### config.mk
export PLATFORM = sky130hd
export DESIGN_NAME = nre_pair_unit
export DESIGN_NICKNAME = d
export VERILOG_FILES = /design/src/hw/rtl/nre_pkg.sv /design/src/hw/rtl/nre_pair_unit.sv
export SDC_FILE = /design/constraint.sdc
export NUM_CORES = 1
export LEC_CHECK = 0
export BUFFER_PORTS_ARGS = -buffer_cell sky130_fd_sc_hd__buf_2
export CORE_MARGIN = 1.5
export CORE_UTILIZATION = 30
export CTS_CLUSTER_SIZE = 16
export DETAILED_ROUTE_END_ITERATION = 7
export HOLD_SLACK_MARGIN = 0.05
export PLACE_DENSITY = 0.5
export SYNTH_ARGS = -nofsm -noshare
export SYNTH_HDL_FRONTEND = slang
export SYNTH_SLANG_ARGS = --single-unit
### constraint.sdc
create_clock -name aclk -period 12.7 [get_ports aclk]
set_input_delay 2.54 -clock aclk [delete_from_list [all_inputs] [get_ports aclk]]
set_output_delay 2.54 -clock aclk [all_outputs]
set_load 0.005 [all_outputs]
### src/hw/rtl/nre_pkg.sv
`default_nettype none
package nre_pkg;

    localparam int MAX_NUCLEI = 64;
    localparam int ADDR_W     = $clog2(MAX_NUCLEI);
    localparam int CNT_W      = ADDR_W + 1;

    localparam int COORD_W  = 32;
    localparam int CHARGE_W = 7;
    localparam int DIFF_W   = COORD_W + 1;
    localparam int SUMSQ_W  = 2 * COORD_W + 2;
    localparam int ROOT_W   = COORD_W + 2;
    localparam int QQ_W     = 2 * CHARGE_W;
    localparam int TERM_W   = QQ_W + COORD_W;
    localparam int ENERGY_W = 48;
    localparam int ENTRY_W  = 3 * COORD_W + CHARGE_W;

    localparam logic [ENERGY_W-1:0] ENERGY_MAX = {ENERGY_W{1'b1}};

    localparam logic [1:0] STAT_OK         = 2'd0;
    localparam logic [1:0] STAT_COINCIDENT = 2'd1;
    localparam logic [1:0] STAT_TOO_MANY   = 2'd2;
    localparam logic [1:0] STAT_SATURATED  = 2'd3;

    typedef enum logic [2:0] {
        S_IDLE,
        S_READ,
        S_DIFF,
        S_PAIR,
        S_ACC,
        S_STORE,
        S_FINISH
    } top_state_t;

    typedef enum logic [2:0] {
        PU_IDLE,
        PU_SQ,
        PU_ROOT,
        PU_DIV,
        PU_DONE
    } pu_state_t;

    typedef struct packed {
        logic              done;
        logic              zero;
        logic [TERM_W-1:0] term;
    } pair_res_t;

endpackage
`default_nettype wire

### src/hw/rtl/nre_pair_unit.sv
`default_nettype none
module nre_pair_unit (
    input  wire                       aclk,
    input  wire                       aresetn,
    input  wire                       start,
    input  wire [nre_pkg::DIFF_W-1:0] ax,
    input  wire [nre_pkg::DIFF_W-1:0] ay,
    input  wire [nre_pkg::DIFF_W-1:0] az,
    input  wire [nre_pkg::QQ_W-1:0]   qq,
    output nre_pkg::pair_res_t        res
);
    import nre_pkg::*;

    pu_state_t            state_reg, state_next;
    logic [6:0]           cnt_reg, cnt_next;
    logic [1:0]           axis_reg, axis_next;
    logic [SUMSQ_W-1:0]   mcand_reg, mcand_next;
    logic [DIFF_W-1:0]    mplier_reg, mplier_next;
    logic [DIFF_W-1:0]    dy_reg, dy_next, dz_reg, dz_next;
    logic [SUMSQ_W-1:0]   sum_reg, sum_next;
    logic [ROOT_W+1:0]    rem_reg, rem_next;
    logic [ROOT_W-1:0]    root_reg, root_next;
    logic [TERM_W-1:0]    num_reg, num_next;
    logic [ROOT_W-1:0]    drem_reg, drem_next;
    logic                 zero_reg, zero_next;
    logic [ROOT_W+1:0]    rem_sh, trial;
    logic [ROOT_W:0]      div_sh;

    always_ff @(posedge aclk) begin
        if (!aresetn) begin
            state_reg <= PU_IDLE;
        end else begin
            state_reg <= state_next;
        end
        cnt_reg    <= cnt_next;
        axis_reg   <= axis_next;
        mcand_reg  <= mcand_next;
        mplier_reg <= mplier_next;
        dy_reg     <= dy_next;
        dz_reg     <= dz_next;
        sum_reg    <= sum_next;
        rem_reg    <= rem_next;
        root_reg   <= root_next;
        num_reg    <= num_next;
        drem_reg   <= drem_next;
        zero_reg   <= zero_next;
    end

    always_comb begin
        state_next  = state_reg;
        cnt_next    = cnt_reg;
        axis_next   = axis_reg;
        mcand_next  = mcand_reg;
        mplier_next = mplier_reg;
        dy_next     = dy_reg;
        dz_next     = dz_reg;
        sum_next    = sum_reg;
        rem_next    = rem_reg;
        root_next   = root_reg;
        num_next    = num_reg;
        drem_next   = drem_reg;
        zero_next   = zero_reg;
        rem_sh      = {rem_reg[ROOT_W-1:0], sum_reg[SUMSQ_W-1 -: 2]};
        trial       = {root_reg, 2'b01};
        div_sh      = {drem_reg, num_reg[TERM_W-1]};
        unique case (state_reg)
            PU_IDLE: begin
                if (start) begin
                    mcand_next  = {{(SUMSQ_W-DIFF_W){1'b0}}, ax};
                    mplier_next = ax;
                    dy_next     = ay;
                    dz_next     = az;
                    sum_next    = '0;
                    cnt_next    = '0;
                    axis_next   = '0;
                    num_next    = {qq, {COORD_W{1'b0}}};
                    state_next  = PU_SQ;
                end
            end
            PU_SQ: begin
                // shift-add one multiplier bit per cycle, summing all three squares
                if (mplier_reg[0]) begin
                    sum_next = sum_reg + mcand_reg;
                end
                mcand_next  = {mcand_reg[SUMSQ_W-2:0], 1'b0};
                mplier_next = {1'b0, mplier_reg[DIFF_W-1:1]};
                cnt_next    = cnt_reg + 7'd1;
                if (cnt_reg == 7'(DIFF_W - 1)) begin
                    cnt_next  = '0;
                    axis_next = axis_reg + 2'd1;
                    if (axis_reg == 2'd0) begin
                        mcand_next  = {{(SUMSQ_W-DIFF_W){1'b0}}, dy_reg};
                        mplier_next = dy_reg;
                    end else if (axis_reg == 2'd1) begin
                        mcand_next  = {{(SUMSQ_W-DIFF_W){1'b0}}, dz_reg};
                        mplier_next = dz_reg;
                    end else begin
                        rem_next   = '0;
                        root_next  = '0;
                        state_next = PU_ROOT;
                    end
                end
            end
            PU_ROOT: begin
                // two radicand bits per step
                sum_next = {sum_reg[SUMSQ_W-3:0], 2'b00};
                if (rem_sh >= trial) begin
                    rem_next  = rem_sh - trial;
                    root_next = {root_reg[ROOT_W-2:0], 1'b1};
                end else begin
                    rem_next  = rem_sh;
                    root_next = {root_reg[ROOT_W-2:0], 1'b0};
                end
                cnt_next = cnt_reg + 7'd1;
                if (cnt_reg == 7'(SUMSQ_W / 2 - 1)) begin
                    cnt_next  = '0;
                    drem_next = '0;
                    if (root_next == '0) begin
                        zero_next  = 1'b1;
                        state_next = PU_DONE;
                    end else begin
                        zero_next  = 1'b0;
                        state_next = PU_DIV;
                    end
                end
            end
            PU_DIV: begin
                // restoring division, quotient bits enter at the bottom of num_reg
                if (div_sh >= {1'b0, root_reg}) begin
                    drem_next = ROOT_W'(div_sh - {1'b0, root_reg});
                    num_next  = {num_reg[TERM_W-2:0], 1'b1};
                end else begin
                    drem_next = div_sh[ROOT_W-1:0];
                    num_next  = {num_reg[TERM_W-2:0], 1'b0};
                end
                cnt_next = cnt_reg + 7'd1;
                if (cnt_reg == 7'(TERM_W - 1)) begin
                    state_next = PU_DONE;
                end
            end
            PU_DONE: begin
                state_next = PU_IDLE;
            end
            default: begin
                state_next = PU_IDLE;
            end
        endcase
    end

    assign res.done = (state_reg == PU_DONE);
    assign res.zero = zero_reg;
    assign res.term = num_reg;

endmodule
`default_nettype wire

==> impl_results.md <==
* Core Footprint at 0.0775 mm²
* Post-Syn Nets at 2,525
* Tightest Pin Transition at 1.17 ns
* Wire length on met3 at 2620 µm
* Share of the synthesized area in the top cell type at 49.8%
* CP required at 13.00 ns
* Htree depth at 2
* Clk_skew at 0.0283 ns
* Met2 wire length at 27,400 µm
* Routed vias at 17,800
* Sequential area share after synthesis at 50.0%
* Max FO, Critical Path at 24
* CP dominant cell by count: inv_1
* Critical Path Sink Type: register
* First-pass GRT wire length at 96,300 µm
* Total track usage at 15.1%
* Initial antenna violation count at 1
* # setup viols final at 0
* Fin nets at 2,637
* DIE AREA at 0.0799 mm²
* Layout cells sized above 1 at 12.0%
* Wl on met1 at 30,100 µm
* Largest net degree at the start of global routing at 88
* Inst Count DP at 3,372
* Boundary pin count at 164
* CTS buffer count at 45
* Cell area after synthesis at 0.0235 mm²
* Die Wd at 283 µm
* CTS hold repair buffers at 0
* Async SR Flop Fraction at 0%
* Post-route minimum period at 4.14 ns
* LEAKAGE at 10.8 nW
* CP Launch Type: register
* Post-DP Area at 0.0254 mm²
* Routed Antenna Nets at 0
* Mapped Cells at 2,267
* Remaining global-route overflow at 0
* Num rows at 102
* Most used flip-flop cell after synthesis: edfxtp_1
* Final Cell Area at 0.0269 mm²
* Clock Path Buffers at 3
* RSZ-0062 raised after global routing: no
* Avg Vias per Cell at 5.15
* Post-DP HPWL at 43,200 µm
* Top layer in use: met5
* I/O Buffers at 163
* Synth cell count leaders: 389 x edfxtp_1, 252 x nand2_1, 167 x a21oi_1, 159 x nor2_1, 140 x ha_1
* Post-CTS Setup Bufs at 0
* CP delay by family, top: compound AO/OA/AOI/OAI gates
* Area delta synth->final at 14.5%
* Most frequent cell after synthesis: edfxtp_1
* Initial Utilization at 30.3%
* Post-Route WL at 61,400 µm
* Clk sinks at 392
* PnR worst setup slack at 8.56 ns
* Vias in the first global route at 17,300
* Final worst path period share at 32.6%
* Max stage delay on crit path at 0.64 ns
* Fmax at 241 MHz
* RePlAce Congestion at 0.852
* Worst min-delay path class: reg2reg
* Fin Setup TNS at 0 ns
* Clk_lat worst skew at 0.60 ns
* Syn Area/Cell at 10.4 µm²
* Final Core Density at 34.7%
* Pwr Total at 7.58 mW
* Post-synth EDFFs at 389
* Worst-path clk slew at 0.07 ns
* Total iterations of the first detailed-routing run at 5
* Worst path slowest cell: a41oi_4
* Buffers and inverters on the worst path at 2
* Max VDD drop at 0.000137 V
* Final Hold Vio Count at 0
* Die height at 283 µm
* Unique masters post-synth at 80
* CTS tree: built
* Fillers at 7,856
* Routed len/inst at 17.8 µm
* WS Path Type: reg2reg
* Top post-synthesis cells by area: edfxtp_1 50%, ha_1 7.5%, a21o_1 4.4%
* Slew Limit Fails at 0
* Yosys reg bits at 392
* Max cap viols at 0
* Iteration-0 DRC Markers at 1,267
* Dpl ws at 8.16 ns
* CTS resizes at 0
* PwrDens at 282 mW/mm²
* Yosys warning count at 0
* CTS root buf: clkbuf_16
* Rel. slew slack at 21.8%
* Final cell count without fillers at 3,456
* CP Cell Sequence: inv_1 > ha_1 > a21o_1 > or3_1 > o21ai_2 > o31a_4 > a41oi_2 > a221o_1 > a41oi_4 > inv_1 > o21ai_0 > a21oi_1
* Synth area leader: edfxtp_1
* Hold_ws at 0.511 ns
* Outcome: finished clean
* Drc violations at 0
* Arr. time, crit path at 4.45 ns
==> kinds of logic after synthesis <==
logic type               Yosys count  share of synthesized area [%]
adder cells (fa/ha/maj)          142                           7.63
multiplexers                      17                          0.725
AO/OA/AOI/OAI                    691                           19.6
AND/OR/NAND/NOR                  713                           14.4
XOR/XNOR                         113                           4.22
buffers and inverters            199                           3.35
flip-flops                       392                           50.0
==> layout make-up <==
cell class | count | area [µm²] | area share [%]
Antenna cell | 1 | 2.50 | 0.00931
Clock buffer | 60 | 1220 | 4.55
Clock inverter | 23 | 292 | 1.09
Inverter | 81 | 304 | 1.13
Multi-Input combinational cell | 1676 | 11000 | 41.1
Sequential cell | 392 | 11700 | 43.7
Tap cell | 1040 | 1300 | 4.84
Timing Repair Buffer | 183 | 966 | 3.60
==> power breakdown <==
part	internal (mW)	switching [mW]	total [mW]
clock network	0.802	0.553	1.35
registers	2.14	0.269	2.41
logic	1.43	2.38	3.81
total	4.37	3.21	7.58
==> routing by layer <==
| metal | vias up | global-route usage [%] |
|---|---|---|
| li1 | 8726 | - |
| met1 | 8651 | 22.0 |
| met2 | 367 | 23.2 |
| met3 | 69 | 2.33 |
| met4 | 2 | 3.72 |
| met5 | - | 0 |
==> final timing paths <==
| path | from | end | slack (ns) | depth (start not counted) |
|---|---|---|---|---|
| setup / recovery | root_reg[5] | drem_reg[25] | 8.56 | 12 |
| hold / removal | mplier_reg[12] | mplier_reg[11] | 0.51 | 1 |
| setup reg to reg | root_reg[5] | drem_reg[25] | 8.56 | 12 |
| hold reg to reg | mplier_reg[12] | mplier_reg[11] | 0.51 | 1 |
==> cell usage in the layout, fill, tap and decap left out, drive strengths merged, types with 16 or more instances in the layout <==
cell type and n:
and2 47, nor2b 17, nor3 33, inv 82, buf 183, ha 140, a211oi 17, a21oi 167
clkbuf 60, o21ai 142, a22oi 32, mux2i 17, o21a 22, and3 47, xor2 51, o21bai 21
edfxtp 389, nand3 36, nor4 16, o31ai 60, nand2 252, nand4 49, nand2b 21, nor2 160
xnor2 62, a21o 137
Power figures use the tool's default switching activity.
